[config.mk]
export PLATFORM = sky130hd
export DESIGN_NAME = alc_front
export DESIGN_NICKNAME = d
export VERILOG_FILES = /design/src/hdl/alc_pkg.sv /design/src/hdl/alc_front.sv
export SDC_FILE = /design/constraint.sdc
export NUM_CORES = 1
export LEC_CHECK = 0
export ABC_CLOCK_PERIOD_IN_PS = 5350
export BUFFER_PORTS_ARGS = -buffer_cell sky130_fd_sc_hd__buf_2
export CAP_MARGIN = 5
export CELL_PAD_IN_SITES_DETAIL_PLACEMENT = 0
export CELL_PAD_IN_SITES_GLOBAL_PLACEMENT = 1
export CORE_MARGIN = 2
export CORE_UTILIZATION = 42
export CTS_CLUSTER_SIZE = 12
export DETAILED_ROUTE_END_ITERATION = 12
export GPL_TIMING_DRIVEN = 0
export PLACE_DENSITY = 0.81
export SYNTH_ARGS = -nofsm -noshare
export SYNTH_HDL_FRONTEND = slang
export SYNTH_SLANG_ARGS = --single-unit
[constraint.sdc]
create_clock -name clk -period 5.35 [get_ports clk]
set_input_delay 0.535 -clock clk [delete_from_list [all_inputs] [get_ports clk]]
set_output_delay 0.535 -clock clk [all_outputs]
set_load 0.02 [all_outputs]
[src/hdl/alc_pkg.sv]
package alc_pkg;

  // Field widths
  localparam int CNT_W   = 16;
  localparam int GAIN_W  = 8;
  localparam int TIME_W  = 9;
  localparam int LUX_W   = 32;
  localparam int CFG_AW  = 2;

  // Internal datapath widths
  localparam int X_W     = CNT_W + GAIN_W;   // count times gain
  localparam int Q_W     = 7;                // 100 / time, at most 100
  localparam int COEF_W  = 11;               // lux formula coefficients
  localparam int LIMIT_W = 12;               // band thresholds
  localparam int CMP_W   = X_W + LIMIT_W;    // cross-multiplied ratio test
  localparam int DIFF_W  = X_W + COEF_W;     // A*X0 - B*X1
  localparam int DEN_W   = 26;               // 1000 * gain0 * gain1

  // Register indexes on the configuration port
  localparam logic [CFG_AW-1:0] REG_CH0_GAIN  = 2'd0;
  localparam logic [CFG_AW-1:0] REG_CH1_GAIN  = 2'd1;
  localparam logic [CFG_AW-1:0] REG_MEAS_TIME = 2'd2;

  // Register reset values
  localparam logic [GAIN_W-1:0] GAIN_RESET = 8'd1;
  localparam logic [TIME_W-1:0] TIME_RESET = 9'd100;

  // Saturation at the 50 ms measurement time
  localparam logic [TIME_W-1:0] SAT_TIME  = 9'd50;
  localparam logic [CNT_W-1:0]  SAT_VALUE = 16'h7FFF;

  // Quotient table for 100 / time
  localparam int QT_AW = 7;
  localparam int QT_DEPTH = 1 << QT_AW;
  localparam int Q_NUM = 100;
  localparam logic [TIME_W-1:0] MAX_Q_TIME = 9'd100;

  typedef logic [Q_W-1:0] quot_table_t [QT_DEPTH];

  function automatic quot_table_t build_quot_table();
    quot_table_t tbl;
    int q;
    for (int t = 0; t < QT_DEPTH; t++) begin
      q = 0;
      if (t != 0) begin
        for (int k = 1; k <= Q_NUM; k++) begin
          if (k * t <= Q_NUM) q = k;
        end
      end
      tbl[t] = Q_W'(q);
    end
    return tbl;
  endfunction

  localparam quot_table_t QUOT_TABLE = build_quot_table();

  // Ratio bands: 1000*X1 < LIMIT*X0 selects (A, B) in thousandths
  localparam int NUM_BANDS = 4;
  localparam logic [9:0] RATIO_SCALE = 10'd1000;
  localparam logic [LIMIT_W-1:0] BAND_LIMIT [NUM_BANDS] =
    '{12'd595, 12'd1015, 12'd1352, 12'd3053};
  localparam logic [COEF_W-1:0] COEF_A [NUM_BANDS] =
    '{11'd1682, 11'd644, 11'd756, 11'd766};
  localparam logic [COEF_W-1:0] COEF_B [NUM_BANDS] =
    '{11'd1877, 11'd132, 11'd243, 11'd250};

  // Item classes decided at the front
  typedef logic [1:0] kind_t;
  localparam kind_t KIND_CALC = 2'd0;
  localparam kind_t KIND_ZERO = 2'd1;
  localparam kind_t KIND_ERR  = 2'd2;

  typedef struct packed {
    logic [GAIN_W-1:0] ch0_gain;
    logic [GAIN_W-1:0] ch1_gain;
    logic [TIME_W-1:0] meas_time;
  } cfg_t;

  typedef struct packed {
    logic [CNT_W-1:0] prox;
    logic [X_W-1:0]   x0;
    logic [X_W-1:0]   x1;
    logic [Q_W-1:0]   q;
    kind_t            kind;
  } item_t;

  typedef struct packed {
    logic [CNT_W-1:0] prox;
    logic             err;
  } div_tag_t;

endpackage

[src/hdl/alc_front.sv]
module alc_front (
  input  logic                                clk,
  input  logic                                rst,
  input  alc_pkg::cfg_t                       cfg,
  input  logic                                in_valid,
  output logic                                in_ready,
  input  logic [3*alc_pkg::CNT_W-1:0]         in_data,
  output logic                                out_valid,
  input  logic                                out_ready,
  output alc_pkg::item_t                      out_item
);

  logic [alc_pkg::CNT_W-1:0] prox_in;
  logic [alc_pkg::CNT_W-1:0] l0_in;
  logic [alc_pkg::CNT_W-1:0] l1_in;
  logic [alc_pkg::CNT_W-1:0] l0_sat;
  logic [alc_pkg::CNT_W-1:0] l1_sat;
  logic                      sat;
  logic                      err;
  logic [alc_pkg::Q_W-1:0]   q;
  alc_pkg::item_t            item_next;

  assign prox_in = in_data[alc_pkg::CNT_W-1:0];
  assign l0_in   = in_data[2*alc_pkg::CNT_W-1:alc_pkg::CNT_W];
  assign l1_in   = in_data[3*alc_pkg::CNT_W-1:2*alc_pkg::CNT_W];

  // Hold a transaction until the queue takes it
  assign in_ready = !out_valid || out_ready;

  // Classify: error, trivially zero, or full conversion
  always_comb begin
    err = (cfg.ch0_gain == '0) || (cfg.ch1_gain == '0) || (cfg.meas_time == '0);
    sat = (cfg.meas_time == alc_pkg::SAT_TIME);
    l0_sat = (sat && l0_in[alc_pkg::CNT_W-1]) ? alc_pkg::SAT_VALUE : l0_in;
    l1_sat = (sat && l1_in[alc_pkg::CNT_W-1]) ? alc_pkg::SAT_VALUE : l1_in;
    if (cfg.meas_time <= alc_pkg::MAX_Q_TIME) begin
      q = alc_pkg::QUOT_TABLE[cfg.meas_time[alc_pkg::QT_AW-1:0]];
    end else begin
      q = '0;
    end
    item_next.prox = prox_in;
    item_next.x0   = alc_pkg::X_W'(l0_sat) * alc_pkg::X_W'(cfg.ch1_gain);
    item_next.x1   = alc_pkg::X_W'(l1_sat) * alc_pkg::X_W'(cfg.ch0_gain);
    item_next.q    = q;
    if (err) begin
      item_next.kind = alc_pkg::KIND_ERR;
    end else if ((q == '0) || (l0_sat == '0)) begin
      item_next.kind = alc_pkg::KIND_ZERO;
    end else begin
      item_next.kind = alc_pkg::KIND_CALC;
    end
  end

  // Front register
  always_ff @(posedge clk) begin
    if (rst) begin
      out_valid <= 1'b0;
    end else if (in_ready) begin
      out_valid <= in_valid;
    end
  end

  always_ff @(posedge clk) begin
    if (in_ready && in_valid) begin
      out_item <= item_next;
    end
  end

endmodule

# [Word level (Yosys, flattened, before mapping)]
# Memories as Yosys holds them, arrays and structs flattened.
# Cells that the tools add are included.
[totals] register_bits=74 romBits=896 in_bits=77 out_inout_bits=75 wordCells=32 n_memories=1
[op_classes] n_mul=2 order_cmp=2 n_eq_ne=1 n_mux=6 n_bitwise=1 n_reduce_logical=13
[memory_table] name="(name not given)" depth=128 width=7 read_ports=1 rd_ports_with_merged_regs=0 wr=0 line_no="alc_front.sv:37" text="q = alc_pkg::QUOT_TABLE[cfg.meas_time[alc_pkg::QT_AW-1:0]];"
[op_table] cell="multiplier 16 x 8 -> 24 bit" n=2
[op_table] cell="2-to-1 mux 16 bit" n=2
[op_table] cell="2-to-1 mux 7 bit" n=3
[op_table] cell="logical NOT 16 bit" n=1
[op_table] cell="logical NOT 8 bit" n=2
[op_table] cell="equality test 9 x 6 -> 1 bit (second input constant)" n=1
[op_table] cell="less-or-equal comparator 9 x 7 -> 1 bit (second input constant)" n=1
[op_table] cell="logical NOT 9 bit" n=1
[op_table] cell="greater-or-equal comparator 8 bit (second input constant)" n=1
[op_table] cell="NOT 7 -> 8 bit" n=1
[op_table] cell="logical NOT 7 bit" n=1
[op_table] cell="logical OR 1 bit" n=4
[op_table] cell="logical AND 1 bit" n=3
[op_table] cell="logical NOT 1 bit" n=1
[op_table] cell="2-to-1 mux 1 bit" n=1

# [Depth between registers and ports, before layout]
# Gate-level depths: netlist (run 1).
[depth] depth_word=8 ltp_mapped=24 ltp_nobuf=22

# [Least setup slack after synthesis (run 1)]
# Ideal clock, no wire load.
[synth_timing] path_kind="input to register" from="in cfg[6] (netlist bit)" to="reg out_item[30] (netlist bit), data pin" setup_ns=0.265 t_arrival_ns=5.498 required_time_ns=5.085 setup_slack_ns=-0.413 path_stages=21 path_buffers=3 cell_sequence="or3_1 > clkbuf_1 > nor2_1 > and2_1 > buf_2 > clkbuf_1 > o21ai_0 > fa_1 > inv_1 > fa_1 > fa_1 > inv_1 > fa_1 > inv_1 > ha_1 > a21o_1 > nor3_1 > a21oi_1 > o41ai_1 > o21ai_0 > xor2_1"
[synth_rtl] element="start, declared" line_no="alc_front.sv:4" text="input alc_pkg::cfg_t cfg,"
[synth_rtl] element="end signal, assigned" line_no="alc_front.sv:65" text="out_item <= item_next;"
[synth_rtl] element="end, declared" line_no="alc_front.sv:10" text="output alc_pkg::item_t out_item"

==> impl_metrics.yaml, run 1 <==
clock_tree:
  cts.clk_slew.worst_paths_ns: 0.06
  ctsHoldBuffers: 0
  cts_tree: "done"
  htreeDepth: 3
  insertion_delay_ns: 0.35
  clockBufferDepth: 2
  clk_root_buffer_cell: "clkbuf_16"
  cts_sinks: 74
  cts_buffers: 9
place:
  place_congestion: 0.845
  io_buffers: 150
  dp_hpwl_um: 20600
  dp.cells: 1602
synthesis:
  syn_avg_cell_area_um2: 9.84
  synthFlopType: "edfxtp_1"
  synth-async-reset-ratio_pct: 0
  syn_inst: 1116
  syn_area_um2: 11000
  synth_top_area_share_pct: 30.6
  synth.net_count: 1453
  ys_warn_count: 0
  synth_cell_types: 53
  synth_top_cell_by_area: "fa_1"
  synth.area.top_cells: "fa_1, edfxtp_1, nor2b_1"
  seq_area_frac_synth_pct: 20.1
  synth_seq_cells: 74
  synth_edf_count: 73
power_and_ir_drop:
  power_per_cell_area_nw_per_um2: 447
  totalPowerFinal_w: 0.00615
  leakagePower_nw: 6.35
  peakVddDrop_v: 0.000381
die:
  start_util_pct: 42.5
  core_area_um2: 25800
  die_h_um: 166
  die_w_um: 166
  die_area_um2: 27500
  ios: 152
  rows: 59
hold_path:
  worst_hold_path_type: "input port to flop"
critical_path:
  slowest_stage: "fa_1"
  endpoint_kind: "flop"
  cp_slowest_stage_delay_ns: 0.54
  cp-start-kind: "input port"
  critPathKind: "input port to flop"
  worstPathRequired_ns: 5.44
  crit_arrival_ns: 5.41
  cp_max_fo: 8
global_routing:
  grt_max_degree: 70
  antenna_found_initial: 0
  overflow: 0
  grt_pass1_vias: 8715
  grt_usage_pct: 19.9
  grt_pass1_wl_um: 44300
drt:
  vias: 8338
  drtIter0Drc: 392
  drc_errors: 0
  routedWlPerCell_um: 16.2
  antenna_left: 0
  dr.pass1.iters: 5
  viasPerCell: 5.04
  routed_wl_um: 26800
timing:
  skew_ns: 0.00449
  finalCriticalPeriod_ns: 5.33
  rsz0062_at_grt: "true"
  finalSetupViolCount: 0
  drv_slew: 0
  fmax_mhz: 188
  finalCritPeriodShare_pct: 99.5
  hold_viol: 0
  worst_slew_pin_slew_ns: 0.879
  hold_ws_ns: 0.334
  relSlewSlack_pct: 40.6
outcome:
  outcome: "finished clean"
layout:
  final_cells: 1653
  regArea_um2: 2210
  nets: 1650
  n_fill_cell: 2372
  fin_util_pct: 53.3
  syn2layout_area_growth_pct: 25.4
  final_layout_size_suffix_gt1_share_pct: 27.5
  antenna_cells_inserted: 0
  multi_input_area_um2: 8710
run:
  cap_viol_max_count: 0
==> layer usage <==
| layer | vias up | GRT usage, % | routed length [um] |
|---|---|---|---|
| met3 | 32 | 3.44 | 1100 |
| met5 | - | 0 | 0 |
| met1 | 4179 | 27.4 | 12300 |
| met4 | 0 | 5.41 | 516 |
| li1 | 3951 | - | - |
| met2 | 176 | 32.7 | 12800 |
==> power by group <==
group | total [W] | switching (W) | internal (W)
sequential | 0.00104 | 0.0000544 | 0.000987
combinational | 0.00446 | 0.00246 | 0.00200
clock | 0.000653 | 0.000281 | 0.000372
total | 0.00615 | 0.00279 | 0.00336
==> repair_timing <==
| item | CTS | global route |
|---|---|---|
| setup endpoints to repair | 24 | 19 |
| gates cloned | 2 | 1 |
| setup buffers | 15 | 19 |
| pin swaps | 34 | 48 |
| resized for setup | 105 | 105 |
==> layout make-up <==
type	instances	share of cell area [%]
buffer	27	1.39
clock buffer	9	1.64
clock inverter	7	0.627
inverter	204	5.58
multi-input combinational	809	63.2
sequential	74	16.1
tap	335	3.04
timing repair buffer	188	8.41
==> cell usage after synthesis (3+ instances only) <==
cell	count
a211o_1	3
a211oi_1	6
a21o_1	22
a21oi_1	37
a31oi_1	4
and2_1	12
and3_1	5
buf_2	5
buf_4	3
clkbuf_1	20
edfxtp_1	73
fa_1	168
ha_1	92
inv_1	203
nand2_1	32
nand2b_1	8
nand3_1	6
nand4_1	5
nor2_1	50
nor2b_1	215
nor3_1	8
nor4_1	8
o211ai_1	8
o21ai_0	47
or3_1	4
xnor2_1	25
xor2_1	15
==> worst max-delay path, delay by kind of cell <==
family | cells | cell delay (ns)
AND/OR/NAND/NOR | 5 | 0.69
XOR/XNOR | 1 | 0.09
adder cells (fa/ha/maj) | 6 | 2.35
buffers and inverters | 8 | 0.77
AO/OA/AOI/OAI | 5 | 0.95
==> metrics by stage <==
step                area [um2]  TNS, ns  setup slack [ns]
CTS                      13200   -0.170           -0.0598
detailed placement       12300   -19.13             -1.00
floorplan                11100        0           0.00487
global placement         12300   -18.55             -1.01
finish                   13800        0            0.0244
global route             13800    -1.79            -0.208
==> registers in the layout, indices dropped and copies added, names as in the netlist <==
| register | cells |
|---|---|
| out_valid | 1 |
| out_item | 73 |
==> cells by family after synthesis <==
group | after synthesis | synth area share (%)
mux | 3 | 0.501
flops | 74 | 20.1
simple gates | 362 | 18.8
xor+xnor | 40 | 3.19
compound gates | 144 | 8.06
fa+ha+maj | 260 | 41.1
buf+inv | 233 | 8.19
==> layout by cell type, fill, tap and decap left out, types with 8 or more instances in the layout <==
master,count
a21o_1,22
a21oi_1,28
and2_1,9
buf_2,145
buf_4,33
buf_6,9
clkbuf_1,18
clkbuf_16,11
edfxtp_1,73
fa_1,165
ha_1,72
ha_4,19
inv_1,194
inv_2,9
nand2_1,29
nand2b_1,8
nor2_1,18
nor2_4,25
nor2b_1,182
nor2b_2,32
nor4_1,8
o211ai_1,8
o21ai_0,25
o21ai_1,12
o21ai_2,8
xnor2_1,24
xor2_1,15
==> path summary, 6_finish.rpt <==
path	slack (ns)	cells after the start	start	endpoint
worst max-delay path	0.02	25	cfg[1]	out_item[53]
worst min-delay path	0.33	2	rst	out_valid
worst max register to register	4.01	3	out_valid	out_item[32]
worst min register to register	0.52	2	out_valid	out_valid
Note: power is estimated with default switching activity, not from simulation.
==> run 2, diff against run 1 <==
Settings changed: CORE_ASPECT_RATIO set to 1.5, MAX_ROUTING_LAYER set to met4.
==> impl_metrics.yaml, run 2 (synthesis results as in run 1) <==
critical_path:
  cp_cell_sequence: "buf_6 > or3_4 > nor2_4 > and2_4 > buf_8 > clkbuf_16 > o21ai_4 > fa_1 > fa_1 > inv_2 > fa_1 > inv_2 > fa_2 > inv_2 > ha_4 > o211ai_1 > o21ai_2 > o211ai_1 > a21oi_2 > buf_6 > a41oi_2 > xnor2_1"
  cp-startpoint: "cfg[6]"
  cp_slowest_stage_delay_ns: 0.58
  cp_max_fo: 7
  path_buf_inv: 7
  critPathKind: "input port to flop"
  cp_top_family: "adder cells"
  cp-start-kind: "input port"
  worstPathRequired_ns: 5.45
  reg2reg_setup_slack_ns: 4.00
  endpoint_kind: "flop"
  r2r_start: "out_valid"
  slowest_stage: "fa_1"
  crit_arrival_ns: 5.43
global_routing:
  grt_pass1_vias: 9129
  overflow: 0
  grt_usage_pct: 21.2
  grt_pass1_wl_um: 44300
  grt_max_degree: 69
  antenna_found_initial: 0
place:
  dp.cells: 1600
  dp_slack_ns: -1.18
  dp_hpwl_um: 20900
  place_congestion: 0.877
  io_buffers: 150
timing:
  finalCritPeriodShare_pct: 99.5
  fmax_mhz: 188
  finalCriticalPeriod_ns: 5.33
  worst_slew_pin_slew_ns: 0.614
  hold_ws_ns: 0.320
  hold_viol: 0
  drv_slew: 0
  finalSetupViolCount: 0
  skew_ns: 0.00897
  rsz0062_at_grt: "true"
  worst_slack_ns: 0.0241
  relSlewSlack_pct: 59.1
layout:
  largestRegisters: "out_item (73), out_valid (1)"
  layout_commonest_cell: "inv_1"
  final_cells: 1650
  fin_util_pct: 53.4
  antenna_cells_inserted: 0
  final_layout_size_suffix_gt1_share_pct: 28.1
  nets: 1649
  largest_register: "out_item"
  syn2layout_area_growth_pct: 25.2
  largest_reg_flops: 73
  layout_common_cells: "inv_1, nor2b_1, fa_1, buf_2, edfxtp_1"
clock_tree:
  cts_tree: "done"
  cts_sinks: 74
  clk_root_buffer_cell: "clkbuf_16"
  ctsHoldBuffers: 0
  htreeDepth: 3
  clockBufferDepth: 2
  cts_buffers: 9
  cts.clk_slew.worst_paths_ns: 0.07
  insertion_delay_ns: 0.36
die:
  rows: 72
  core_area_um2: 25800
  die_h_um: 202
  start_util_pct: 42.6
  die_area_um2: 27500
  ios: 152
  die_w_um: 136
power_and_ir_drop:
  totalPowerFinal_w: 0.00610
  peakVddDrop_v: 0.000428
  leakagePower_nw: 6.32
  power_per_cell_area_nw_per_um2: 444
run:
  cap_viol_max_count: 0
drt:
  routedWlPerCell_um: 16.3
  drc_errors: 0
  drtIter0Drc: 285
  antenna_left: 0
  vias: 8377
  viasPerCell: 5.08
  routed_wl_um: 26900
  dr.pass1.iters: 5
outcome:
  outcome: "finished clean"
hold_path:
  worst_hold_path_type: "input port to flop"
  hold_start: "rst"
-- run 2: cell count changes in the layout (fill, tap and decap cells not counted), moves of 3 or more --
cell and delta:
o21ai_0 +3, o21ai_2 -3, a21oi_1 -4, nor2b_2 +10
nor2_2 -3, nand2_1 +3, nor2_1 +3, a21oi_2 +5
nor2b_1 -9
-- run 2: metal layers --
layer | GRT usage, % | routed length, um | part of all wire (%)
met1 | 23.6 | 10600 | 39
met2 | 37.5 | 14500 | 54
met3 | 2.76 | 1110 | 4.1
met4 | 8.93 | 720 | 2.7
met5 | - | 0 | 0
-- run 2: cell type report --
type,instances,area (um2)
flip-flops and latches,74,2210
plain buffers,26,188
clock inverters,7,82.6
well taps,333,417
repair buffers,188,1140
inverters,204,768
clock buffers,9,225
multi-input cells,809,8710
fillers,2362,12000
-- run 2: worst register-to-register path: stages (launching register included) --
cell and delay, ns:
dfxtp_1 0.31, nand2b_1 0.10, and2_4 0.23, buf_16 0.31
-- run 2: power breakdown --
group / internal (W) / switching (W)
logic: 0.00200 / 0.00242
registers: 0.000985 / 0.0000387
clock network: 0.000370 / 0.000288
total: 0.00336 / 0.00275
-- run 2: metrics by stage --
| stage | area (um2) | TNS (ns) |
|---|---|---|
| finish | 13800 | 0 |
| global route | 13800 | -0.976 |
| CTS | 13300 | -0.388 |
| detailed placement | 12300 | -22.18 |
| global placement | 12300 | -20.80 |
| floorplan | 11100 | 0 |
-- run 2: repair_timing --
| action | CTS | global route |
|---|---|---|
| pin swaps | 48 | 51 |
| cloned | 3 | 1 |
| endpoints found under the setup margin | 26 | 22 |
| endpoints found under the hold margin | 0 | 0 |
| buffers inserted | 18 | 15 |
| gates resized for setup | 119 | 92 |
-- run 2: worst paths after layout --
| path | to | cells past startpoint |
|---|---|---|
| max | out_item[31] | 22 |
| max reg2reg | out_item[30] | 3 |
| min | out_valid | 2 |
| min reg2reg | out_valid | 2 |
