===== config.mk =====
export PLATFORM = sky130hd
export DESIGN_NAME = alc_fifo
export DESIGN_NICKNAME = d
export VERILOG_FILES = /design/src/hdl/alc_pkg.sv /design/src/hdl/alc_fifo.sv
export SDC_FILE = /design/constraint.sdc
export NUM_CORES = 1
export LEC_CHECK = 0
export BUFFER_PORTS_ARGS = -buffer_cell sky130_fd_sc_hd__buf_2
export CAP_MARGIN = 10
export CORE_MARGIN = 2
export CORE_UTILIZATION = 25
export DETAILED_ROUTE_END_ITERATION = 6
export MAX_ROUTING_LAYER = met4
export SYNTH_ARGS = -nofsm -noshare
export SYNTH_HDL_FRONTEND = slang
export SYNTH_SLANG_ARGS = --single-unit

===== constraint.sdc =====
create_clock -name clk -period 4.36 [get_ports clk]
set_clock_uncertainty 0.15 [all_clocks]
set_input_delay 0.436 -clock clk [delete_from_list [all_inputs] [get_ports clk]]
set_output_delay 0.436 -clock clk [all_outputs]
set_load 0.01 [all_outputs]

===== src/hdl/alc_pkg.sv =====
package alc_pkg;

  // Field widths
  localparam int CNT_W   = 16;
  localparam int GAIN_W  = 8;
  localparam int TIME_W  = 9;
  localparam int LUX_W   = 32;
  localparam int CFG_AW  = 2;

  // Internal datapath widths
  localparam int X_W     = CNT_W + GAIN_W;   // count times gain
  localparam int Q_W     = 7;                // 100 / time, at most 100
  localparam int COEF_W  = 11;               // lux formula coefficients
  localparam int LIMIT_W = 12;               // band thresholds
  localparam int CMP_W   = X_W + LIMIT_W;    // cross-multiplied ratio test
  localparam int DIFF_W  = X_W + COEF_W;     // A*X0 - B*X1
  localparam int DEN_W   = 26;               // 1000 * gain0 * gain1

  // Register indexes on the configuration port
  localparam logic [CFG_AW-1:0] REG_CH0_GAIN  = 2'd0;
  localparam logic [CFG_AW-1:0] REG_CH1_GAIN  = 2'd1;
  localparam logic [CFG_AW-1:0] REG_MEAS_TIME = 2'd2;

  // Register reset values
  localparam logic [GAIN_W-1:0] GAIN_RESET = 8'd1;
  localparam logic [TIME_W-1:0] TIME_RESET = 9'd100;

  // Saturation at the 50 ms measurement time
  localparam logic [TIME_W-1:0] SAT_TIME  = 9'd50;
  localparam logic [CNT_W-1:0]  SAT_VALUE = 16'h7FFF;

  // Quotient table for 100 / time
  localparam int QT_AW = 7;
  localparam int QT_DEPTH = 1 << QT_AW;
  localparam int Q_NUM = 100;
  localparam logic [TIME_W-1:0] MAX_Q_TIME = 9'd100;

  typedef logic [Q_W-1:0] quot_table_t [QT_DEPTH];

  function automatic quot_table_t build_quot_table();
    quot_table_t tbl;
    int q;
    for (int t = 0; t < QT_DEPTH; t++) begin
      q = 0;
      if (t != 0) begin
        for (int k = 1; k <= Q_NUM; k++) begin
          if (k * t <= Q_NUM) q = k;
        end
      end
      tbl[t] = Q_W'(q);
    end
    return tbl;
  endfunction

  localparam quot_table_t QUOT_TABLE = build_quot_table();

  // Ratio bands: 1000*X1 < LIMIT*X0 selects (A, B) in thousandths
  localparam int NUM_BANDS = 4;
  localparam logic [9:0] RATIO_SCALE = 10'd1000;
  localparam logic [LIMIT_W-1:0] BAND_LIMIT [NUM_BANDS] =
    '{12'd595, 12'd1015, 12'd1352, 12'd3053};
  localparam logic [COEF_W-1:0] COEF_A [NUM_BANDS] =
    '{11'd1682, 11'd644, 11'd756, 11'd766};
  localparam logic [COEF_W-1:0] COEF_B [NUM_BANDS] =
    '{11'd1877, 11'd132, 11'd243, 11'd250};

  // Item classes decided at the front
  typedef logic [1:0] kind_t;
  localparam kind_t KIND_CALC = 2'd0;
  localparam kind_t KIND_ZERO = 2'd1;
  localparam kind_t KIND_ERR  = 2'd2;

  typedef struct packed {
    logic [GAIN_W-1:0] ch0_gain;
    logic [GAIN_W-1:0] ch1_gain;
    logic [TIME_W-1:0] meas_time;
  } cfg_t;

  typedef struct packed {
    logic [CNT_W-1:0] prox;
    logic [X_W-1:0]   x0;
    logic [X_W-1:0]   x1;
    logic [Q_W-1:0]   q;
    kind_t            kind;
  } item_t;

  typedef struct packed {
    logic [CNT_W-1:0] prox;
    logic             err;
  } div_tag_t;

endpackage


===== src/hdl/alc_fifo.sv =====
module alc_fifo (
  input  logic           clk,
  input  logic           rst,
  input  logic           in_valid,
  output logic           in_ready,
  input  alc_pkg::item_t in_item,
  output logic           out_valid,
  input  logic           out_ready,
  output alc_pkg::item_t out_item
);

  localparam int DEPTH = 4;
  localparam int AW = $clog2(DEPTH);

  alc_pkg::item_t mem [DEPTH];
  logic [AW-1:0]  wr_ptr;
  logic [AW-1:0]  rd_ptr;
  logic [AW:0]    count;
  logic           push;
  logic           pop;

  assign in_ready  = (count != AW'(0) + (AW+1)'(DEPTH));
  assign out_valid = (count != '0);
  assign out_item  = mem[rd_ptr];
  assign push      = in_valid && in_ready;
  assign pop       = out_valid && out_ready;

  // Storage
  always_ff @(posedge clk) begin
    if (push) begin
      mem[wr_ptr] <= in_item;
    end
  end

  // Pointers and fill level
  always_ff @(posedge clk) begin
    if (rst) begin
      wr_ptr <= '0;
      rd_ptr <= '0;
      count  <= '0;
    end else begin
      if (push) wr_ptr <= wr_ptr + AW'(1);
      if (pop)  rd_ptr <= rd_ptr + AW'(1);
      if (push && !pop) begin
        count <= count + (AW+1)'(1);
      end else if (pop && !push) begin
        count <= count - (AW+1)'(1);
      end
    end
  end

`ifndef SYNTHESIS
  a_count_bound: assert property (@(posedge clk) disable iff (rst)
    count <= (AW+1)'(DEPTH))
    else $error("queue fill level above depth");

  a_count_track: assert property (@(posedge clk) disable iff (rst)
    !$past(rst) |-> count == $past(count) + (AW+1)'($past(push)) - (AW+1)'($past(pop)))
    else $error("queue fill level does not follow push and pop");

  a_ptr_gap: assert property (@(posedge clk) disable iff (rst)
    wr_ptr == AW'(rd_ptr + count[AW-1:0]))
    else $error("queue pointers disagree with fill level");
`endif

endmodule


# Yosys cells after proc, flatten, opt, wreduce, memory -nomap -nowiden
# Memories as Yosys holds them, arrays and structs flattened. A register that Yosys moved wholly into a read port is not among the register bits.
# Index checks and enable logic that the tools add are counted.
dict set report op_classes {
  n_reduce_logical 8
  muxes 6
  addsub 4
  n_eq_ne 1
}
# op count
set op_table {}
lappend op_table {{3-bit two-way mux} 2}
lappend op_table {{2-bit by 1-bit adder with 2-bit output, second input constant} 2}
lappend op_table {{1-bit logical AND} 4}
lappend op_table {{2-bit two-way mux} 2}
lappend op_table {{3-bit by 1-bit adder with 3-bit output, second input constant} 1}
lappend op_table {{3-bit inequality test, second input constant} 1}
lappend op_table {{3-bit nonzero test} 1}
lappend op_table {{3-bit by 1-bit subtractor with 3-bit output, second input constant} 1}
lappend op_table {{1-bit zero test} 2}
lappend op_table {{1-bit two-way mux} 2}
lappend op_table {{2-bit nonzero test} 1}
dict set report totals {
  mem_bits_rw 292
  elab_cells 23
  input_bits 77
  mem_count 1
  register_bits 7
  out_inout_bits 75
}
# memory words word_bits read_ports rd_ports_with_merged_regs write_ports line_no
set memory_table {}
lappend memory_table {mem 4 73 1 1 1 alc_fifo.sv:15} ;# alc_pkg::item_t mem [DEPTH];

# Logic depth before layout (Yosys ltp)
# Gate-level depths: netlist of run 1.
dict set report depth {
  word_depth 6
  mapped_depth 8
  depth_no_buf 8
}

# Worst setup path after synthesis of run 1
# Ideal clock, no wire load.
dict set report synth_timing {
  path_type {reg2reg}
  start {reg count[0]}
  end {mem mem[0][0] (netlist name) (enable)}
  synth_period_minus_slack_ps 3101
  setup_time_ps 439
  required_ps 3771
  stages_incl_launch_ff 4
  n_path_buf 0
  setup_slack_ps 1259
  t_arrival_ps 2512
  cell_sequence {dfxtp_1 nor2_1 a21boi_2 and2_1}
}
dict set report synth_via {
  elab_chain_len 4
}
# element line_no
set synth_rtl {}
lappend synth_rtl {{start, declared} alc_fifo.sv:18} ;# logic [AW:0] count;
lappend synth_rtl {{start signal, assigned} alc_fifo.sv:45} ;# count <= count + (AW+1)'(1);
lappend synth_rtl {{start signal, assigned} alc_fifo.sv:47} ;# count <= count - (AW+1)'(1);
lappend synth_rtl {{3-bit inequality test} alc_fifo.sv:22} ;# assign in_ready = (count != AW'(0) + (AW+1)'(DEPTH));
lappend synth_rtl {{1-bit logical AND} alc_fifo.sv:25} ;# assign push = in_valid && in_ready;
lappend synth_rtl {{named net push} alc_fifo.sv:19} ;# logic push;
lappend synth_rtl {{1-bit two-way mux} alc_fifo.sv:30} ;# if (push) begin
lappend synth_rtl {{1-bit two-way mux (not written as such)} alc_fifo.sv:31} ;# mem[wr_ptr] <= in_item;
lappend synth_rtl {{end, declared} alc_fifo.sv:15}
# The timed path passes the listed nets, and every way through them passes these cells.

==> run metrics, run 1 <==
register cell area after layout 8960 um2; RSZ-0062 raised after global routing no; footprint of the multi-input gates 1930 um2; core region area 43,900 um2; R2R depth 4; required time of the critical path 3.77 ns; number of failing hold endpoints at the final stage 0; sum of negative setup slack 0 ns; final critical-path required period 3.09 ns; die extent in x 214 um; routed via count 5,191; overflow left after global routing 0; total CTS buffers 31; H-tree levels 1; sort of element at the start of the critical path register; endpoint of the worst register-to-register path mem[2][21]$_DFFE_PP_; CTS tree built; Power Total 7.99 mW; maximum fanout encountered on the critical timing path 33; All-Layer GR Usage 9.81%; initial drt markers 292; power density normalized to cell area 561 nW/um2; clock transition at the registers of the reported paths 0.06 ns; area overhead of the layout relative to synthesis 28.6%; Clock Root Buffer sky130_fd_sc_hd__clkbuf_16; sink count of the clock tree 301; number of global-route vias before repair 5,658; clock latency on the worst-skew pair 0.55 ns; Worst Setup End Kind output port; ratio of cells with drive above 1 in the final layout 41.5%; largest net degree at the start of global routing 60; drt wl/cell 17.1 um; number of enable-type register cells in the synthesized netlist 292; Antenna Violating Nets Remaining 0; Avg Synthesized Cell Area 25.8 um2; Final period util 70.8%; VDD IR max 0.379 mV; most used flip-flop cell after synthesis sky130_fd_sc_hd__edfxtp_1; number of buffers on the longest clock path 3; Max Fclk 324 MHz; total of warnings raised by yosys 0; slack of the worst reg-to-reg path 1.83 ns; final-layout fill cell count 4,218; register area share after synthesis 80.8%; reg-to-reg critical path startpoint count[0]$_SDFFE_PP0P_; Post-synth ARST share 0%; Chip Height 214 um; Worst Setup Path Type reg2out; final RePlAce weighted congestion 0.691; Unique masters post-synth 25; capture point of the worst path out_item[68]; IO Port Bufs 151; total leakage power 4.75 nW; Crit path arrival time 2.50 ns; antenna violations before repair 1; Final nets 765; actual transition at the worst max-transition pin 1.01 ns; total of max-cap violations 0; post-DP HPWL 12.9 mm; total iterations of the first detailed-routing run 4; wire length of the first global-routing pass 33.7 mm; Resized cells post-CTS 0; Top-Level Pins 152; class of the tightest hold or removal check in2reg; syn_nets 512; Slew Limit Headroom 32.8%; Cell Area, Synth 11,100 um2; number of core rows 77; Post-Synthesis Cells 429; final routed wirelength across all metal layers 22.2 mm; number of storage elements in the synthesis netlist 301; total count of max-transition violations in the final report 0; Initial Utilization 25.2%; status completed; number of design rule violations left after detail routing 0; Die Outline Area 46,000 um2; Final setup violation count 0; routed via count divided by cell count 4.00; cell depth of the worst min-delay path 4
==> logic make-up (layout without fill, tap and decap cells) <==
group / after synthesis / count (layout) / synth area share, %
other: 0 / 1 / 0
XOR/XNOR: 4 / 4 / 0.316
multiplexers: 76 / 76 / 15.2
AND/OR/NAND/NOR: 17 / 17 / 0.757
adder cells (fa/ha/maj): 6 / 6 / 0.746
buffers and inverters: 20 / 297 / 1.86
AO/OA/AOI/OAI: 5 / 5 / 0.339
flip-flops: 301 / 301 / 80.8
==> worst max-delay path, stage by stage (launching register included) <==
cell                      delay (ns)
sky130_fd_sc_hd__dfxtp_4        0.84
sky130_fd_sc_hd__buf_12         0.32
sky130_fd_sc_hd__mux4_1         0.60
sky130_fd_sc_hd__buf_2          0.16
==> layer usage <==
layer	GRT usage [%]	vias to the layer above	wire, um
li1	-	2337	-
met1	11.7	2684	9480
met2	16.5	135	11000
met3	2.50	35	1380
met4	2.75	0	415
met5	-	-	0
==> power by group <==
group	internal (mW)	switching (mW)
combinational	0.886	0.808
sequential	3.52	0.213
clock	1.48	1.09
total	5.88	2.11
==> cell usage in the layout, fill, tap and decap left out, types with 4 or more instances in the layout <==
cell	count
sky130_fd_sc_hd__edfxtp_1	292
sky130_fd_sc_hd__ha_1	5
sky130_fd_sc_hd__dfxtp_1	7
sky130_fd_sc_hd__clkinv_1	5
sky130_fd_sc_hd__buf_2	151
sky130_fd_sc_hd__and2_4	4
sky130_fd_sc_hd__dlygate4sd3_1	74
sky130_fd_sc_hd__buf_4	10
sky130_fd_sc_hd__clkinv_2	10
sky130_fd_sc_hd__clkbuf_16	31
sky130_fd_sc_hd__mux4_2	72
sky130_fd_sc_hd__xor2_1	4
sky130_fd_sc_hd__nor2_1	8
==> repair_timing <==
| action | 4_1_cts | 5_1_grt |
|---|---|---|
| hold buffers | 74 | 0 |
| setup buffers | 0 | 0 |
| endpoints found under the setup margin | 0 | 0 |
| hold endpoints to repair | 297 | 0 |
==> per-stage QoR <==
stage	cell area, um2	hold WS, ns	setup WS, ns	utilization [%]	std cells
2_1_floorplan	11100	0.332	1.26	-	429
3_3_place_gp	12500	0.360	1.77	28.5	1167
4_1_cts	14200	0.119	1.16	32.4	1298
3_5_place_dp	12500	0.358	1.73	28.5	1167
5_1_grt	14200	0.167	1.05	32.4	1299
6_report	14200	0.145	1.27	32.4	1299
==> how the worst min path moves through the flow <==
stage | start | endpoint
CTS | out_ready | register
detailed placement | wr_ptr[1]$_SDFFE_PP0P_ | wr_ptr[1]$_SDFFE_PP0P_
global placement | wr_ptr[1]$_SDFFE_PP0P_ | wr_ptr[1]$_SDFFE_PP0P_
global route | out_ready | register
finish | out_ready | register
floorplan | wr_ptr[1]$_SDFFE_PP0P_ | wr_ptr[1]$_SDFFE_PP0P_
==> Yosys cell counts (2+ instances only) <==
cell / instances / area share (%)
sky130_fd_sc_hd__edfxtp_1: 292 / 79
sky130_fd_sc_hd__mux4_2: 72 / 15
sky130_fd_sc_hd__dfxtp_1: 9 / 1.6
sky130_fd_sc_hd__and2_1: 4 / 0.23
sky130_fd_sc_hd__nor2_1: 8 / 0.27
sky130_fd_sc_hd__or3_1: 2 / 0.11
sky130_fd_sc_hd__buf_2: 7 / 0.32
sky130_fd_sc_hd__mux2i_1: 2 / 0.18
sky130_fd_sc_hd__nand2b_1: 2 / 0.11
sky130_fd_sc_hd__inv_1: 3 / 0.10
sky130_fd_sc_hd__xor2_1: 4 / 0.32
sky130_fd_sc_hd__ha_1: 5 / 0.56
sky130_fd_sc_hd__buf_12: 7 / 1.3
==> state kept, by name, summed over array words and instances (netlist names), named ones only <==
register,cells
mem,292
count,3
rd_ptr,2
wr_ptr,2
==> area by class of cell <==
class | count | share of cell area [%]
inverter | 3 | 0.0791
clock buffer | 33 | 5.50
sequential | 301 | 62.9
multi-input combinational | 108 | 13.5
clock inverter | 24 | 1.48
timing repair buffer | 237 | 11.3
antenna | 1 | 0.0176
tap | 592 | 5.20
Power figures use the tool's default switching activity.
==> run 2: changes to the inputs <==
- ABC_AREA: not set -> 1
- clock period: 4.36 -> 3.23 ns (I/O delays scaled with it)
==> run 2 against run 1 <==
Effect of this change:
- non-clock buffer count up 12
- wire length up 20%
- utilization up 0.73 points
- via count up 37%
- largest power group unchanged
- hold slack better by 0.22 ns
- area after synthesis up 2.2%
- power up 44%
==> run metrics, run 2 <==
drt wl/cell 16.4 um; Switch Pwr 3.35 mW; register area share after synthesis 79.1%; routed length on met2 12.9 mm; Antenna Violating Nets Remaining 0; register name with the most flops mem; setup ws final 0.595 ns; post-DP HPWL 15.1 mm; total leakage power 5.14 nW; number of failing hold endpoints at the final stage 0; R2R depth 9; Die Outline Area 47,000 um2; number of core rows 77; Cell Area, Synth 11,300 um2; total CTS buffers 35; proportion of total power due to net switching 29.1%; detailed-routing wirelength on met1 11.6 mm; Final Core Density 33.1%; total count of max-transition violations in the final report 0; Initial Utilization 25.5%; area overhead of the layout relative to synthesis 30.1%; initial drt markers 428; Worst Setup End Kind output port; cell depth of the worst min-delay path 2; footprint of the multi-input gates 2010 um2; number of design rule violations left after detail routing 0; Synth Area in XOR/XNOR 0.0774%; total of warnings raised by yosys 0; Synth top area share 77.5%; Internal 8.15 mW; required time of the critical path 2.76 ns; routed via count divided by cell count 4.35; Top-Level Pins 152; All-Layer GR Usage 11.7%; library cell occupying the most area in the post-synthesis netlist sky130_fd_sc_hd__edfxtp_1; clock transition at the registers of the reported paths 0.06 ns; total iterations of the first detailed-routing run 4; maximum fanout encountered on the critical timing path 29; actual transition at the worst max-transition pin 0.762 ns; VDD IR max 0.514 mV; endpoint of the worst register-to-register path count[1]$_SDFFE_PP0P_; most used flip-flop cell after synthesis sky130_fd_sc_hd__edfxtp_1; Max Fclk 379 MHz; fraction of the mapped netlist area in adder cells 0.730%; final routed wirelength across all metal layers 26.8 mm; power density normalized to cell area 781 nW/um2; portion of total power attributed to the clock network 34.5%; antenna violations before repair 2; core region area 44,400 um2; number of global-route vias before repair 7,261; reg-to-reg critical path startpoint count[1]$_SDFFE_PP0P_; complex-gate fraction of the synthesized area 10.7%; RSZ-0062 raised after global routing no; Chip Height 217 um; max FFs per register 292; uppermost metal layer occupied by signal nets met4; post-synthesis simple-gate area fraction 6.05%; total of max-cap violations 0; clock latency on the worst-skew pair 0.51 ns; CTS tree built; Final nets 1,096; die extent in x 217 um; H-tree levels 2; largest net degree at the start of global routing 85; Final setup violation count 0; sink count of the clock tree 301; wire length of the first global-routing pass 40.8 mm; most area-consuming cells after synthesis sky130_fd_sc_hd__edfxtp_1, sky130_fd_sc_hd__nor2_1, sky130_fd_sc_hd__o22ai_1, sky130_fd_sc_hd__o21ai_0, sky130_fd_sc_hd__o21ai_1; Clock Root Buffer sky130_fd_sc_hd__clkbuf_16; routed via count 7,092; Final period util 81.6%; final critical-path required period 2.64 ns; top cells by instance count after synthesis sky130_fd_sc_hd__edfxtp_1, sky130_fd_sc_hd__nor2_1, sky130_fd_sc_hd__o21ai_0, sky130_fd_sc_hd__o22ai_1, sky130_fd_sc_hd__o21ai_1; number of buffers on the longest clock path 3; ratio of cells with drive above 1 in the final layout 22.1%; class of the tightest hold or removal check reg2reg; most common cell after layout, fill and taps aside sky130_fd_sc_hd__edfxtp_1; sort of element at the start of the critical path register; Regs by FF count mem: 292 flops, count: 3 flops; Slew Limit Headroom 49.2%; syn_nets 857; Post-Synthesis Cells 774; status completed; endpoint of the worst hold path rd_ptr[0]$_SDFFE_PP0P_; overflow left after global routing 0; Worst Setup Path Type reg2out; register cell area after layout 8950 um2; main combinational cell family by area after synthesis compound AO/OA/AOI/OAI gates; worst setup slack before clock tree synthesis 0.955 ns; number of storage elements in the synthesis netlist 301; Avg Synthesized Cell Area 14.6 um2; Reg power frac 42.3%; Unique masters post-synth 21; Combinational Power Share 23.2%; highest-count cells in the layout ignoring fill and taps sky130_fd_sc_hd__edfxtp_1, sky130_fd_sc_hd__nor2_1, sky130_fd_sc_hd__buf_2, sky130_fd_sc_hd__o21ai_0, sky130_fd_sc_hd__dlygate4sd3_1; WL met3 1.56 mm; final-layout fill cell count 4,319; dominant cell by count in the synthesized netlist sky130_fd_sc_hd__edfxtp_1; mux share of post-synthesis cell area 0%; Crit path arrival time 2.16 ns; final RePlAce weighted congestion 0.708; Post-synth ARST share 0%; number of enable-type register cells in the synthesized netlist 292; slack of the worst reg-to-reg path 0.95 ns; start point of the worst hold path rd_ptr[0]$_SDFFE_PP0P_; IO Port Bufs 151
==> run 2: final cells by class <==
type                       instances  share of cell area, %
clock inverter                    14                   1.22
sequential                       301                   60.8
clock buffer                      47                   6.68
antenna                            2                 0.0340
inverter                          16                  0.425
multi-input combinational        410                   13.7
tap                              592                   5.03
timing repair buffer             249                   12.1
==> run 2: power by group through the flow <==
| stage | Sequential (mW) | Clock (mW) | Combinational, mW |
|---|---|---|---|
| 4_1_cts | 4.88 | 4.12 | 2.72 |
| 3_3_place_gp | 4.94 | 0 | 2.62 |
| 2_1_floorplan | 4.95 | 0 | 1.62 |
| 5_1_grt | 4.91 | 4.24 | 2.96 |
| 6_report | 4.87 | 3.97 | 2.66 |
| 3_5_place_dp | 4.96 | 0 | 2.64 |
==> run 2: timing repair <==
action	CTS	global route
gates resized for setup	0	0
hold buffers	77	0
setup buffers	0	0
setup endpoints to repair	0	0
endpoints found under the hold margin	300	0
==> run 2: stage by stage <==
stage	area [um2]	TNS (ns)	total power, mW	hold WS [ns]	instances
6_report	14700	0	11.5	0.364	1631
3_5_place_dp	12800	0	7.60	0.348	1491
4_1_cts	14700	0	11.7	0.347	1629
2_1_floorplan	11300	-351.13	6.56	0.242	774
5_1_grt	14700	0	12.1	0.384	1631
3_3_place_gp	12800	0	7.56	0.339	1491
==> run 2: worst max path at each step <==
stage                                startpoint               endpoint  slack, ns  cells after the start
after floorplan           count[0]$_SDFFE_PP0P_    mem[0][0]$_DFFE_PP_      -1.20                      4
after global placement    count[0]$_SDFFE_PP0P_  count[2]$_SDFFE_PP0P_       0.97                     13
after detailed placement  count[0]$_SDFFE_PP0P_  count[1]$_SDFFE_PP0P_       0.96                      9
after CTS                              register           out_item[14]       0.45                      4
after global routing                   register            out_item[1]       0.34                      4
final                                  register           out_item[14]       0.59                      4
==> run 2: worst max-delay path, stage by stage, from the launching register on <==
cell and delay, ns:
sky130_fd_sc_hd__dfxtp_2 0.65, sky130_fd_sc_hd__buf_4 0.45, sky130_fd_sc_hd__o21ai_0 0.16, sky130_fd_sc_hd__o22ai_1 0.21, sky130_fd_sc_hd__buf_2 0.17
==> run 2: routing by layer <==
metal,vias up,track usage [%]
met3,39,2.96
met1,3492,13.8
met2,171,19.3
li1,3390,-
met4,0,4.29
met5,-,-
==> run 2: cells by family after synthesis <==
group	Yosys count
XOR/XNOR	1
AO/OA/AOI/OAI	223
buffers and inverters	63
flip-flops	301
AND/OR/NAND/NOR	180
adder cells (fa/ha/maj)	6
==> run 3: changes to the inputs <==
- clock period: 3.23 -> 2.3 ns (I/O delays scaled with it)
==> run 3 against run 2 <==
Effect of this change:
- sequential share of layout area down 0.091 points
- non-clock buffer count unchanged
- global-route usage down 0.15 points
- setup slack worse by 0.50 ns
- sequential cell count unchanged
- cell count about the same
- critical path depth up 1
- first-iteration DRC count down 19%
- design area up 0.18%
- hold slack worse by 0.076 ns
- sequential power up 40%
- critical endpoint is now out_item[8]
- largest cell class unchanged
- highest routed layer unchanged
==> run metrics, run 3 (synthesized netlist as in run 2, its figures left out) <==
worst-case hold slack 0.288 ns; overflow left after global routing 0; drt wl/cell 16.5 um; highest-count cells in the layout ignoring fill and taps sky130_fd_sc_hd__edfxtp_1, sky130_fd_sc_hd__nor2_1, sky130_fd_sc_hd__buf_2, sky130_fd_sc_hd__o21ai_0, sky130_fd_sc_hd__dlygate4sd3_1; Final Instance Area 14,700 um2; register name with the most flops mem; total of max-cap violations 0; sort of element at the start of the critical path register; most common cell after layout, fill and taps aside sky130_fd_sc_hd__edfxtp_1; total CTS buffers 34; final critical-path required period 2.20 ns; Final period util 95.7%; total count of max-transition violations in the final report 0; routed via count 7,041; RSZ-0062 raised after global routing yes; number of core rows 77; area overhead of the layout relative to synthesis 30.3%; largest net degree at the start of global routing 75; final RePlAce weighted congestion 0.721; Worst Setup End Kind output port; Regs by FF count mem: 292 flops, count: 3 flops; power density normalized to cell area 1080 nW/um2; slowest library cell on the worst path sky130_fd_sc_hd__dfxtp_4; kind of cell with the highest combined delay on the critical path buffers and inverters; count of buffers added by post-CTS timing repair for setup 0; maximum fanout encountered on the critical timing path 32; final-layout fill cell count 4,332; routed via count divided by cell count 4.31; actual transition at the worst max-transition pin 0.460 ns; Final nets 1,095; initial drt markers 348; Final Core Density 33.2%; All-Layer GR Usage 11.5%; H-tree levels 2; final routed wirelength across all metal layers 26.9 mm; status completed; Clock Root Buffer sky130_fd_sc_hd__clkbuf_16; ratio of cells with drive above 1 in the final layout 22.8%; Antenna Violating Nets Remaining 0; Crit path arrival time 1.82 ns; Max Fclk 454 MHz; VDD IR max 0.718 mV; total leakage power 5.13 nW; buffers and inverters on the worst path 3; total iterations of the first detailed-routing run 5; Die Outline Area 47,000 um2; wire length of the first global-routing pass 40.1 mm; number of failing hold endpoints at the final stage 0; number of global-route vias before repair 7,085; Final setup violation count 0; core region area 44,400 um2; peak per-stage delay on the critical path 0.40 ns; setup ws final 0.0981 ns; class of the tightest hold or removal check in2reg; Initial Utilization 25.5%; max FFs per register 292; critical path cell sequence inv_6 > buf_12 > nor2_1 > o22ai_1 > buf_2; post-DP HPWL 14.7 mm; antenna violations before repair 4; number of design rule violations left after detail routing 0; Slew Limit Headroom 69.3%; CTS tree built; Cell Area, Placed 12,800 um2; Top-Level Pins 152; clock transition at the registers of the reported paths 0.06 ns; number of buffers on the longest clock path 3; clock latency on the worst-skew pair 0.54 ns; worst setup slack before clock tree synthesis 0.277 ns; Chip Height 217 um; IO Port Bufs 151; required time of the critical path 1.92 ns; die extent in x 217 um; sink count of the clock tree 301; Worst Setup Path Type reg2out
-- run 3: cell type report --
| cell class | count | area [um2] | area share (%) |
|---|---|---|---|
| Antenna cell | 4 | 10.0 | 0.0679 |
| Clock inverter | 18 | 124 | 0.840 |
| Timing Repair Buffer | 249 | 1880 | 12.8 |
| Clock buffer | 42 | 945 | 6.40 |
| Tap cell | 592 | 741 | 5.02 |
| Multi-Input combinational cell | 410 | 2030 | 13.7 |
| Sequential cell | 301 | 8960 | 60.7 |
| Inverter | 16 | 65.1 | 0.441 |
-- run 3: worst paths after layout --
path	cells after the start	endpoint	slack (ns)	start
worst min-delay path	2	mem[3][61]$_DFFE_PP_	0.29	in_item[61]
worst min register to register	2	rd_ptr[0]$_SDFFE_PP0P_	0.35	rd_ptr[0]$_SDFFE_PP0P_
worst max-delay path	5	out_item[8]	0.1	register
worst max register to register	9	count[1]$_SDFFE_PP0P_	0.27	count[1]$_SDFFE_PP0P_
-- run 3: repair_timing --
item / 4_1_cts / 5_1_grt
hold buffers: 76 / 0
hold endpoints to repair: 301 / 0
endpoints found under the setup margin: 22 / 10
resized for setup: 3 / 10
gates cloned: 0 / 1
-- run 3: stage by stage --
stage	instances	power (mW)	TNS, ns
after floorplan	774	9.21	-0.616
after global placement	1491	10.6	0
after detailed placement	1491	10.7	0
after CTS	1627	16.1	0
after global routing	1632	16.8	0
final	1632	15.9	0
-- run 3: power by group --
part	switching, mW	internal [mW]	leakage, nW
logic	2.48	1.41	1.86
clock network	2.17	3.04	0.526
registers	0.163	6.67	2.75
-- run 3: routing by layer --
layer | share of wire [%] | global-route usage, % | routed length [um] | vias up
li1 | - | - | - | 3390
met1 | 44 | 13.9 | 11900 | 3420
met2 | 47 | 18.4 | 12600 | 184
met3 | 6.4 | 3.20 | 1730 | 47
met4 | 2.4 | 4.50 | 648 | 0
met5 | 0 | - | 0 | -
